`src/sv/stbs_pkg.sv`:
```
// ----------------------------------------------------------------------------
// stbs_pkg
// Shared types and constants for the sorted table binary search block.
// ----------------------------------------------------------------------------
`default_nettype none

package stbs_pkg;

    localparam int POS_W   = 11;
    localparam int COUNT_W = 11;

    localparam logic OP_WRITE  = 1'b0;
    localparam logic OP_SEARCH = 1'b1;

    typedef enum logic [3:0] {
        S_IDLE    = 4'b0001,
        S_CHECK   = 4'b0010,
        S_COMPARE = 4'b0100,
        S_DONE    = 4'b1000
    } t_state;

    typedef struct packed {
        logic write_entry;
        logic load_search;
        logic issue_probe;
        logic go_left;
        logic go_right;
        logic set_hit;
        logic set_miss;
        logic out_load;
    } t_ctrl_cmd;

    typedef struct packed {
        logic lo_le_hi;
        logic key_lt;
        logic key_gt;
        logic out_free;
    } t_dp_status;

endpackage

`default_nettype wire

```
`src/sv/stbs_ctrl.sv`:
```
// ----------------------------------------------------------------------------
// stbs_ctrl
// Controller state machine that sequences writes and binary search probes.
// ----------------------------------------------------------------------------
`default_nettype none

module stbs_ctrl (
    input  wire                   i_clk,
    input  wire                   i_rst_n,
    input  wire                   i_in_valid,
    input  wire                   i_operation,
    input  stbs_pkg::t_dp_status  i_status,
    output logic                  o_in_stall,
    output stbs_pkg::t_ctrl_cmd   o_cmd
);

    stbs_pkg::t_state r_state;
    stbs_pkg::t_state n_state;
    logic             accept;

    assign o_in_stall = (r_state != stbs_pkg::S_IDLE);
    assign accept     = i_in_valid && !o_in_stall;

    always_comb begin
        n_state = r_state;
        o_cmd   = '0;
        case (r_state)
            stbs_pkg::S_IDLE: begin
                if (accept) begin
                    if (i_operation == stbs_pkg::OP_SEARCH) begin
                        o_cmd.load_search = 1'b1;
                        n_state           = stbs_pkg::S_CHECK;
                    end else begin
                        o_cmd.write_entry = 1'b1;
                    end
                end
            end
            stbs_pkg::S_CHECK: begin
                if (i_status.lo_le_hi) begin
                    o_cmd.issue_probe = 1'b1;
                    n_state           = stbs_pkg::S_COMPARE;
                end else begin
                    o_cmd.set_miss = 1'b1;
                    n_state        = stbs_pkg::S_DONE;
                end
            end
            stbs_pkg::S_COMPARE: begin
                if (i_status.key_lt) begin
                    o_cmd.go_left = 1'b1;
                    n_state       = stbs_pkg::S_CHECK;
                end else if (i_status.key_gt) begin
                    o_cmd.go_right = 1'b1;
                    n_state        = stbs_pkg::S_CHECK;
                end else begin
                    o_cmd.set_hit = 1'b1;
                    n_state       = stbs_pkg::S_DONE;
                end
            end
            stbs_pkg::S_DONE: begin
                if (i_status.out_free) begin
                    o_cmd.out_load = 1'b1;
                    n_state        = stbs_pkg::S_IDLE;
                end
            end
            default: begin
                n_state = stbs_pkg::S_IDLE;
            end
        endcase
    end

    always_ff @(posedge i_clk) begin
        if (!i_rst_n) begin
            r_state <= stbs_pkg::S_IDLE;
        end else begin
            r_state <= n_state;
        end
    end

endmodule

`default_nettype wire

```
`config.mk`:
```
export PLATFORM = sky130hd
export DESIGN_NAME = stbs_ctrl
export DESIGN_NICKNAME = d
export VERILOG_FILES = /design/src/sv/stbs_pkg.sv /design/src/sv/stbs_ctrl.sv
export SDC_FILE = /design/constraint.sdc
export NUM_CORES = 1
export LEC_CHECK = 0
export ABC_CLOCK_PERIOD_IN_PS = 1570
export BUFFER_PORTS_ARGS = -buffer_cell sky130_fd_sc_hd__buf_4
export CAP_MARGIN = 10
export CORE_AREA = 2 2 39 41
export CTS_CLUSTER_DIAMETER = 150
export CTS_CLUSTER_SIZE = 25
export DETAILED_ROUTE_END_ITERATION = 7
export DIE_AREA = 0 0 41 43
export PLACE_DENSITY_LB_ADDON = 0.15
export SETUP_SLACK_MARGIN = 0.15
export SYNTH_ARGS = -nofsm -noshare
export SYNTH_HDL_FRONTEND = slang
export SYNTH_SLANG_ARGS = --single-unit
```
`constraint.sdc`:
```
create_clock -name i_clk -period 1.57 [get_ports i_clk]
set_clock_uncertainty 0.1 [all_clocks]
set_input_delay 0.2355 -clock i_clk [delete_from_list [all_inputs] [get_ports i_clk]]
set_output_delay 0.2355 -clock i_clk [all_outputs]
set_load 0.01 [all_outputs]
```
Word level (Yosys, flattened, before mapping)
Index checks and enable logic that the tools add are counted.
- muxes and demuxes: 22
- reduce and logical (&&, ||, !) cells: 3
- equal/unequal tests: 8
- operators with widths (operator ; count):
    4-bit 2-to-1 mux ; 6
    4-bit one-hot mux with 4 select lines ; 1
    1-bit 2-to-1 mux ; 11
    2-bit 2-to-1 mux ; 3
    2-bit != test (second input constant) ; 3
    4-bit by 1-bit == test with 1-bit output (second input constant) ; 1
    4-bit by 2-bit == test with 1-bit output (second input constant) ; 1
    4-bit by 3-bit == test with 1-bit output (second input constant) ; 1
    4-bit == test (second input constant) ; 1
    4-bit by 1-bit != test with 1-bit output (second input constant) ; 1
    3-bit 2-to-1 mux ; 1
    3-bit AND reduction ; 1
    1-bit logical AND ; 1
    1-bit zero test ; 1
- flip-flop bits (word level): 4
- word-level logic and storage cells: 34

Longest topological paths before layout
Gate-level depths: netlist (run 1).
- depth after elaboration: 5
- gate-level depth with buffers: 4
- gate-level depth less buffers: 3

Least setup slack after synthesis (run 1)
Ideal clock, no wire load.
- path type: reg2out
- start point: register r_state[1]
- end point: output port o_cmd[7] (netlist name)
- arrival: 1.263 ns
- stages on the path, launching flop included: 3
- setup slack: -0.029 ns
- data required time: 1.234 ns
- cell sequence: dfxtp_1 -> or4b_4 -> nor3b_1
- RTL lines (element ; RTL line ; source):
    start, declared ; stbs_ctrl.sv:17 ; stbs_pkg::t_state r_state;
    start signal, assigned ; stbs_ctrl.sv:73 ; r_state <= stbs_pkg::S_IDLE;
    start signal, assigned ; stbs_ctrl.sv:75 ; r_state <= n_state;
    end, declared ; stbs_ctrl.sv:14 ; output stbs_pkg::t_ctrl_cmd o_cmd

==> flow_metrics.py, run 1 <==
metrics = {
    "layout": {
        "largest_register": "r_state",
        "register_area_um2": 83.8,
        "largest_reg_flops": 4,
        "final_nets": 76,
        "drive_above_1_share_pct": 72.7,
        "fin_util_pct": 46.6,
        "n_antenna_cell": 0,
        "n_fill_cell": 148,
        "syn2layout_area_growth_pct": 123,
        "multiInputGateArea_um2": 240,
        "top_regs": "r_state (4)",
    },
    "clock_network": {
        "clk_pin_slew_worst_paths_ns": 0.03,
        "htreeDepth": 1,
        "cts_sinks": 4,
        "postCtsHoldBufs": 0,
        "cts_buffers": 3,
        "clk_latency_ns": 0.23,
        "clock_path_buffers": 2,
        "cts_tree": "done",
        "root_buffer": "clkbuf_4",
    },
    "sta": {
        "fmax_mhz": 560,
        "final-hold-violation-count": 0,
        "relSlewSlack_pct": 78.8,
        "worst_slack_ns": -0.216,
        "setup_violations": 9,
        "finalCritPeriodShare_pct": 114,
        "drv_slew": 0,
        "max_slew.worst_pin.slew_ns": 0.314,
        "fin_crit_ns": 1.79,
        "setup-tns-final_ns": -1.08,
        "rsz0062_at_grt": "yes",
    },
    "setup_path": {
        "path_buf_inv": 1,
        "worstPathRequired_ns": 1.23,
        "cp_max_fo": 3,
        "end_kind": "output pin",
        "crit_type": "reg -> out",
        "slowest_delay_ns": 0.59,
        "worstPathArrival_ns": 1.45,
        "reg2reg_slack_ns": -0.01,
        "critPathLaunchType": "flop",
        "path_delay_family": "simple AND/OR/NAND/NOR gates",
        "slowest_stage": "or4b_4",
        "ff2ff_path_depth": 5,
        "cp-startpoint": "r_state[1]$_SDFFE_PN0P_",
        "cp_cell_sequence": "or4b_4 -> nor3b_4 -> buf_4",
        "r2r-start": "r_state[1]$_SDFFE_PN0P_",
        "r2r-end": "r_state[3]$_SDFFE_PN0P_",
    },
    "hold_path": {
        "hold_path_class": "in -> reg",
        "hold_end": "r_state[1]$_SDFFE_PN0P_",
        "min-delay-start": "i_rst_n",
        "whs_path_depth": 2,
    },
    "power_and_ir_drop": {
        "vdd_ir_drop_max_v": 0.000365,
        "power_density_mw_per_mm2": 561,
        "p_leak_nw": 0.308,
    },
    "global_route": {
        "grt_usage_pct": 10.0,
        "antenna_found_initial": 0,
        "grt_pass1_wl_um": 1240,
        "grt_pass1_vias": 314,
        "gr-total-overflow": 0,
        "grt_max_degree": 6,
    },
    "synthesis": {
        "yosysWarnings": 0,
        "ys_top_cells_by_count": "nor2_1 (6), dfxtp_1 (4), inv_1 (4), nor3b_1 (4)",
        "synth_area_um2": 289,
        "synthCells": 35,
        "synth-edff-count": 0,
        "synth_flop_cell": "dfxtp_1",
        "yosysTopAreaCell": "dfxtp_1",
        "yosysSeqAreaShare_pct": 27.7,
        "synth-seq-cells": 4,
        "synth_area_leaders": "dfxtp_1 (28%), nor3b_1 (10%), or4b_4 (9.5%)",
        "ys_types": 19,
        "syn_area_per_cell_um2": 8.26,
        "yosysTopAreaCellShare_pct": 27.7,
        "synth.most_common_cell": "nor2_1",
        "synth-async-reset-ratio_pct": 0,
        "syn_nets": 43,
    },
    "placed_design": {
        "port_buffers": 16,
        "dp_hpwl_um": 570,
        "gp_congestion": 0.595,
    },
    "floorplanning": {
        "initial_utilization_pct": 20.9,
        "core_area_mm2": 0.00138,
        "io_pins": 17,
        "die_area_mm2": 0.00176,
        "die_w_um": 41,
        "num_rows": 14,
        "die_y_um": 43,
    },
    "job": {
        "drv_cap": 0,
    },
    "route": {
        "post_drt_wl_per_cell_um": 9.98,
        "route.antenna.remaining_nets": 0,
        "vias": 365,
        "drt_iter0_drc": 1,
        "avgViaCountPerCell": 4.45,
        "dr.pass1.iters": 2,
        "totalWireLength_um": 818,
        "remaining_drc_errors": 0,
    },
    "outcome": {
        "violations": "negative setup slack",
        "outcome": "complete, but fails checks",
    },
}
==> worst register-to-register path, stage by stage, from the launching register on <==
cell,delay [ns]
dfxtp_2,0.31
or4b_4,0.59
buf_6,0.15
buf_6,0.11
o21ai_4,0.15
a21oi_2,0.05
==> worst max-delay path by stage <==
| stage | end | depth (start not counted) |
|---|---|---|
| floorplan | o_cmd[7] | 2 |
| global placement | o_cmd[7] | 3 |
| detailed placement | o_cmd[3] | 3 |
| CTS | o_cmd[3] | 3 |
| global route | o_cmd[7] | 3 |
| finish | o_cmd[7] | 3 |
==> routing by layer <==
metal | global-route usage (%) | vias to the layer above | part of all wire (%)
met2 | 15.3 | 6 | 54
met5 | 0 | - | 0
met3 | 1.57 | 0 | 3.9
met1 | 13.5 | 175 | 42
met4 | 4.00 | 0 | 0
li1 | - | 184 | -
==> cell usage in the layout, fill, tap and decap left out, drive strengths merged <==
| master | n |
|---|---|
| o21ai | 3 |
| clkbuf | 3 |
| or4b | 2 |
| o311ai | 1 |
| and4b | 1 |
| nand2b | 1 |
| o21a | 1 |
| and2 | 1 |
| nand3 | 1 |
| dfxtp | 4 |
| a21oi | 1 |
| a21o | 1 |
| nand2 | 1 |
| nor3b | 4 |
| nor2b | 2 |
| inv | 4 |
| buf | 29 |
| nor2 | 6 |
==> final cells by class <==
cell class	count	area share (%)
Timing Repair Buffer	29	40.8
Multi-Input combinational cell	26	37.3
Sequential cell	4	13.0
Clock buffer	3	3.50
Tap cell	16	3.11
Inverter	4	2.33
==> metrics by stage <==
| step | setup slack, ns | instance area [µm²] | std cells | total power, mW | hold WS [ns] |
|---|---|---|---|---|---|
| floorplan | 0.0855 | 313 | 35 | 0.153 | 0.253 |
| global placement | 0.0167 | 475 | 70 | 0.194 | 0.372 |
| detailed placement | 0.0195 | 475 | 70 | 0.192 | 0.366 |
| CTS | -0.230 | 607 | 78 | 0.358 | 0.139 |
| global route | -0.272 | 644 | 82 | 0.389 | 0.138 |
| finish | -0.216 | 644 | 82 | 0.362 | 0.145 |
==> where the power goes <==
part           total, mW  leakage (nW)  internal (mW)  switching [mW]
clock network      0.121        0.0138         0.0851          0.0356
logic              0.131         0.261         0.0803          0.0504
registers          0.110        0.0332          0.107         0.00297
==> kinds of logic after synthesis <==
kind of cell           share of synthesized area (%)
DFF                                             27.7
and+or+nand+nor                                 48.1
AOI/OAI and AO/OA                               16.5
buffers and inverters                           7.79
==> what timing repair did <==
item	4_1_cts	5_1_grt
hold endpoints to repair	0	0
endpoints found under the setup margin	10	13
pin swaps	5	7
buffers inserted	5	4
resized for setup	20	2
Note: power is estimated with default switching activity, not from simulation.
==> run 2: changes to the inputs <==
Settings changed: ABC_AREA set to 1, ABC_CLOCK_PERIOD_IN_PS 1570 to unset.
==> run 2 against run 1 <==
The run now ends clean. Die area stayed put. Critical path depth rose by 2. Cell area shrank 16%.
==> flow_metrics.py, run 2 <==
metrics = {
    "outcome": {
        "outcome": "complete, no violations",
    },
    "route": {
        "met3_length_um": 84,
        "drt_iter0_drc": 4,
        "totalWireLength_um": 704,
        "met2_length_um": 271,
        "post_drt_wl_per_cell_um": 8.00,
        "dr.pass1.iters": 3,
        "remaining_drc_errors": 0,
        "met1_length_um": 302,
        "highest_layer": "met4",
        "route.antenna.remaining_nets": 0,
        "avgViaCountPerCell": 4.10,
        "vias": 361,
    },
    "synthesis": {
        "synth.most_common_cell": "inv_1",
        "synth-async-reset-ratio_pct": 0,
        "synth_area_leaders": "dfxtp_1 (26%), nor2_2 (14%), inv_1 (13%)",
        "yosysTopAreaCell": "dfxtp_1",
        "synth-edff-count": 0,
        "synth_flop_cell": "dfxtp_1",
        "yosysWarnings": 0,
        "ys_top_cells_by_count": "inv_1 (11), nand2_1 (8), nor2_1 (8)",
        "synthCells": 50,
        "yosysTopAreaCellShare_pct": 25.8,
        "syn_nets": 58,
        "synth_area_um2": 310,
        "synth-seq-cells": 4,
        "yosysSeqAreaShare_pct": 25.8,
        "ys_types": 11,
        "syn_area_per_cell_um2": 6.21,
    },
    "layout": {
        "final_cell_mix": "buf_4 (20), inv_1 (9), nand2_1 (8)",
        "drive_above_1_share_pct": 61.1,
        "top_regs": "r_state (4)",
        "largest_reg_flops": 4,
        "largest_register": "r_state",
        "n_fill_cell": 150,
        "design_area_um2": 541,
        "n_antenna_cell": 0,
        "syn2layout_area_growth_pct": 74.2,
        "layout_commonest_cell": "buf_4",
        "final_nets": 82,
    },
    "power_and_ir_drop": {
        "p_total_mw": 0.508,
        "p_leak_nw": 0.294,
        "vdd_ir_drop_max_v": 0.000477,
        "power_density_mw_per_mm2": 940,
    },
    "floorplanning": {
        "die_y_um": 43,
        "num_rows": 14,
        "io_pins": 17,
        "core_area_mm2": 0.00138,
        "die_w_um": 41,
        "die_area_mm2": 0.00176,
        "initial_utilization_pct": 22.4,
    },
    "sta": {
        "worst_slack_ns": 0.109,
        "fmax_mhz": 685,
        "fin_crit_ns": 1.46,
        "drv_slew": 0,
        "max_slew.worst_pin.slew_ns": 0.215,
        "setup_violations": 0,
        "relSlewSlack_pct": 85.6,
        "finalCritPeriodShare_pct": 93.0,
        "setup-tns-final_ns": 0,
        "whs_ns": 0.116,
        "rsz0062_at_grt": "yes",
        "final-hold-violation-count": 0,
    },
    "setup_path": {
        "slowest_delay_ns": 0.36,
        "ff2ff_path_depth": 7,
        "worstPathRequired_ns": 1.23,
        "cp_max_fo": 3,
        "r2r-end": "r_state[0]$_SDFFE_PN1P_",
        "reg2reg_slack_ns": 0.36,
        "slowest_stage": "dfxtp_4",
        "critPathLaunchType": "flop",
        "crit_type": "reg -> out",
        "r2r-start": "r_state[0]$_SDFFE_PN1P_",
        "cp_cell_sequence": "inv_2 -> nor2_4 -> nand2_2 -> nor3b_2 -> buf_4",
        "end_kind": "output pin",
        "worstPathArrival_ns": 1.13,
    },
    "clock_network": {
        "htreeDepth": 1,
        "cts_buffers": 3,
        "cts_sinks": 4,
        "root_buffer": "clkbuf_4",
        "postCtsHoldBufs": 0,
        "cts_tree": "done",
        "clock_path_buffers": 2,
        "clk_latency_ns": 0.24,
        "clk_pin_slew_worst_paths_ns": 0.04,
    },
    "hold_path": {
        "hold_path_class": "in -> reg",
        "min-delay-start": "i_rst_n",
        "hold_end": "r_state[3]$_SDFFE_PN0P_",
        "whs_path_depth": 3,
    },
    "global_route": {
        "gr-total-overflow": 0,
        "grt_pass1_wl_um": 1120,
        "antenna_found_initial": 0,
        "grt_pass1_vias": 301,
        "grt_usage_pct": 9.94,
        "grt_max_degree": 5,
    },
    "placed_design": {
        "dp_hpwl_um": 572,
        "port_buffers": 16,
        "placedInstanceArea_um2": 443,
        "gp_congestion": 0.741,
        "post-place-ws_ns": 0.322,
    },
    "job": {
        "drv_cap": 0,
    },
}
==> run 2: final cells by class <==
type / instances / area, µm² / area share (%)
multi-input cells: 34 / 211 / 39.1
flip-flops and latches: 4 / 95.1 / 17.6
inverters: 11 / 41.3 / 7.64
well taps: 16 / 20.0 / 3.70
clock buffers: 3 / 22.5 / 4.17
repair buffers: 20 / 150 / 27.8
==> run 2: timing repair <==
action / CTS / global route
buffers inserted: 1 / 3
cloned: 0 / 0
setup endpoints to repair: 7 / 8
pin swaps: 0 / 6
gates resized for setup: 5 / 12
==> run 2: how the worst max path moves through the flow <==
stage | start | end | slack (ns)
2_1_floorplan | r_state[2]$_SDFFE_PN0P_ | o_cmd[7] | 0.40
3_3_place_gp | r_state[1]$_SDFFE_PN0P_ | o_cmd[5] | 0.32
4_1_cts | r_state[0]$_SDFFE_PN1P_ | o_cmd[7] | 0.11
3_5_place_dp | r_state[1]$_SDFFE_PN0P_ | o_cmd[5] | 0.32
6_report | r_state[0]$_SDFFE_PN1P_ | o_cmd[7] | 0.11
5_1_grt | r_state[2]$_SDFFE_PN0P_ | o_cmd[7] | 0.03
==> run 2: metal layers <==
| layer | GRT usage [%] | up-vias |
|---|---|---|
| li1 | - | 193 |
| met1 | 13.2 | 143 |
| met2 | 11.6 | 20 |
| met3 | 1.57 | 5 |
| met4 | 12.0 | 0 |
| met5 | 0 | - |
==> run 2: logic make-up after synthesis <==
family                 synth area share (%)
AND/OR/NAND/NOR                        56.9
buffers and inverters                  15.7
flip-flops                             25.8
AO/OA/AOI/OAI                          1.61
==> run 2: per-stage QoR <==
stage / util (%) / std cells
after global routing: 39.1 / 88
after global placement: 32.0 / 81
after CTS: 35.0 / 85
after detailed placement: 32.0 / 81
after floorplan: - / 50
final: 39.1 / 88
==> run 2: report_power, final <==
group | total, mW | switching [mW] | internal (mW)
clock | 0.129 | 0.0431 | 0.0855
combinational | 0.232 | 0.109 | 0.123
sequential | 0.147 | 0.0250 | 0.122
total | 0.508 | 0.177 | 0.331
==> run 2: critical path: cells and delay by family, from the launching register on <==
kind                   cells  cell delay, ns
buffers and inverters      2            0.19
DFF                        1            0.36
and+or+nand+nor            3            0.34
==> run 3: changes to the inputs <==
--- a/config.mk
+++ b/config.mk
@@ -8,5 +8,5 @@
 export ABC_AREA = 1
 export BUFFER_PORTS_ARGS = -buffer_cell sky130_fd_sc_hd__buf_4
-export CAP_MARGIN = 10
+export CAP_MARGIN = 25
 export CORE_AREA = 2 2 39 41
 export CTS_CLUSTER_DIAMETER = 150
==> constraint.sdc (replaced) <==
create_clock -name i_clk -period 1.57 [get_ports i_clk]
set_clock_uncertainty 0.1 [all_clocks]
set_input_delay 0.0785 -clock i_clk [delete_from_list [all_inputs] [get_ports i_clk]]
set_output_delay 0.0785 -clock i_clk [all_outputs]
set_load 0.01 [all_outputs]
==> run 3 against run 2 <==
Clock-buffer cell count did not move. Maximum frequency rose by 8.5%. Cell count fell by 3.4%. Via count fell by 3.3%. Hold slack got worse by 0.079 ns. Register-to-register slack improved by 0.15 ns. Highest routed layer unchanged.
==> flow_metrics.py, run 3 (synthesis gave the netlist of run 2 again) <==
metrics = {
    "layout": {
        "largest_reg_flops": 4,
        "n_antenna_cell": 0,
        "n_fill_cell": 155,
        "final_cell_mix": "buf_4 (16), inv_1 (11), nor2_1 (8), nand2_1 (8), nor2_2 (7)",
        "final_nets": 79,
        "layout_commonest_cell": "buf_4",
        "design_area_um2": 475,
        "drive_above_1_share_pct": 44.9,
        "largest_register": "r_state",
        "top_regs": "r_state (4)",
        "syn2layout_area_growth_pct": 53.2,
    },
    "power_and_ir_drop": {
        "power_density_mw_per_mm2": 913,
        "pwr-share-seq_pct": 30.4,
        "p_int_mw": 0.279,
        "vdd_ir_drop_max_v": 0.000347,
        "combPwrFrac_pct": 39.5,
        "p_leak_nw": 0.276,
        "p_clk_share_pct": 30.2,
        "p_total_mw": 0.434,
        "swShare_pct": 35.7,
        "net-switching-power_mw": 0.155,
    },
    "placed_design": {
        "placedInstanceArea_um2": 443,
        "dp_hpwl_um": 572,
        "port_buffers": 16,
        "gp_congestion": 0.741,
    },
    "route": {
        "totalWireLength_um": 665,
        "avgViaCountPerCell": 4.11,
        "dr.pass1.iters": 4,
        "route.antenna.remaining_nets": 0,
        "post_drt_wl_per_cell_um": 7.82,
        "drt_iter0_drc": 3,
        "remaining_drc_errors": 0,
        "vias": 349,
    },
    "sta": {
        "max_slew.worst_pin.slew_ns": 0.202,
        "rsz0062_at_grt": "yes",
        "setup-tns-final_ns": 0,
        "setup_violations": 0,
        "fin_crit_ns": 1.35,
        "relSlewSlack_pct": 86.5,
        "drv_slew": 0,
        "final-hold-violation-count": 0,
        "fmax_mhz": 743,
        "finalCritPeriodShare_pct": 85.7,
    },
    "outcome": {
        "outcome": "complete, no violations",
    },
    "floorplanning": {
        "die_w_um": 41,
        "initial_utilization_pct": 22.4,
        "core_area_mm2": 0.00138,
        "die_area_mm2": 0.00176,
        "die_y_um": 43,
        "num_rows": 14,
        "io_pins": 17,
    },
    "clock_network": {
        "postCtsResizedCells": 0,
        "clk_latency_ns": 0.24,
        "cts_sinks": 4,
        "cts_tree": "done",
        "clock_path_buffers": 2,
        "clk_pin_slew_worst_paths_ns": 0.04,
        "cts_buffers": 3,
        "htreeDepth": 1,
        "cts_setup_buffers": 0,
        "root_buffer": "clkbuf_4",
    },
    "setup_path": {
        "critPathLaunchType": "flop",
        "ff2ff_path_depth": 5,
        "end_kind": "output pin",
        "crit_type": "reg -> out",
        "worstPathArrival_ns": 1.17,
        "reg2reg_slack_ns": 0.51,
        "cp_max_fo": 3,
        "r2r-end": "r_state[0]$_SDFFE_PN1P_",
        "worstPathRequired_ns": 1.39,
        "r2r-start": "r_state[1]$_SDFFE_PN0P_",
    },
    "hold_path": {
        "whs_path_depth": 3,
        "min-delay-start": "i_status[3]",
        "hold_path_class": "in -> reg",
        "hold_end": "r_state[2]$_SDFFE_PN0P_",
    },
    "job": {
        "drv_cap": 0,
    },
    "global_route": {
        "grt_pass1_vias": 302,
        "grt_pass1_wl_um": 1090,
        "antenna_found_initial": 0,
        "grt_usage_pct": 9.64,
        "gr-total-overflow": 0,
        "grt_max_degree": 5,
    },
}
==> run 3: cell types whose count changed in the layout (fill, tap and decap cells not counted), moves of 2 or more <==
cell     previous run  this run
inv_2               2         0
nor2_4              4         0
nor2_2              5         7
nor2_1              6         8
dfxtp_4             4         0
buf_4              20        16
dfxtp_1             0         4
inv_1               9        11
==> run 3: final cells by class <==
class	count	area (µm²)	area share [%]
clock buffer	3	22.5	4.74
inverter	11	41.3	8.68
multi-input combinational	34	181	38.2
sequential	4	80.1	16.8
tap	16	20.0	4.21
timing repair buffer	17	130	27.4
==> run 3: repair_timing <==
item | 4_1_cts | 5_1_grt
hold buffers | 1 | 0
hold endpoints to repair | 1 | 0
endpoints found under the setup margin | 0 | 2
==> run 3: worst max path at each step <==
| stage | slack (ns) | depth (start not counted) | endpoint | startpoint |
|---|---|---|---|---|
| floorplan | 0.56 | 3 | o_cmd[7] | r_state[2]$_SDFFE_PN0P_ |
| global placement | 0.48 | 5 | o_cmd[5] | r_state[1]$_SDFFE_PN0P_ |
| detailed placement | 0.48 | 5 | o_cmd[5] | r_state[1]$_SDFFE_PN0P_ |
| CTS | 0.21 | 5 | o_cmd[5] | r_state[1]$_SDFFE_PN0P_ |
| global route | 0.10 | 5 | o_cmd[5] | r_state[1]$_SDFFE_PN0P_ |
| finish | 0.22 | 5 | o_cmd[5] | r_state[1]$_SDFFE_PN0P_ |
==> run 3: metal layers <==
| layer | global-route usage [%] | vias up | part of all wire (%) |
|---|---|---|---|
| met4 | 12.0 | 0 | 6.3 |
| met2 | 11.3 | 20 | 36 |
| met5 | 0 | - | 0 |
| met3 | 1.57 | 5 | 12 |
| li1 | - | 185 | - |
| met1 | 12.5 | 139 | 45 |
==> run 3: per-stage QoR <==
stage | std cells | setup WS (ns) | utilization [%] | hold WS [ns]
after floorplan | 50 | 0.560 | - | 0.0761
after CTS | 85 | 0.211 | 34.4 | 0.0407
after detailed placement | 81 | 0.479 | 32.0 | 0.208
after global routing | 85 | 0.103 | 34.4 | 0.0712
final | 85 | 0.224 | 34.4 | 0.0363
after global placement | 81 | 0.480 | 32.0 | 0.204
==> run 3: power groups by stage <==
stage          combinational (mW)  clock, mW  sequential (mW)
4_1_cts                     0.173      0.133            0.132
3_5_place_dp                0.170          0            0.133
6_report                    0.171      0.131            0.132
2_1_floorplan               0.110          0            0.131
3_3_place_gp                0.170          0            0.133
5_1_grt                     0.196      0.136            0.135
==> run 3: worst max-delay path: stages (launching register included) <==
cell and delay [ns]:
dfxtp_1 0.37, inv_1 0.05, nor2_1 0.14, nand2_1 0.12, nor2_1 0.11, buf_4 0.13
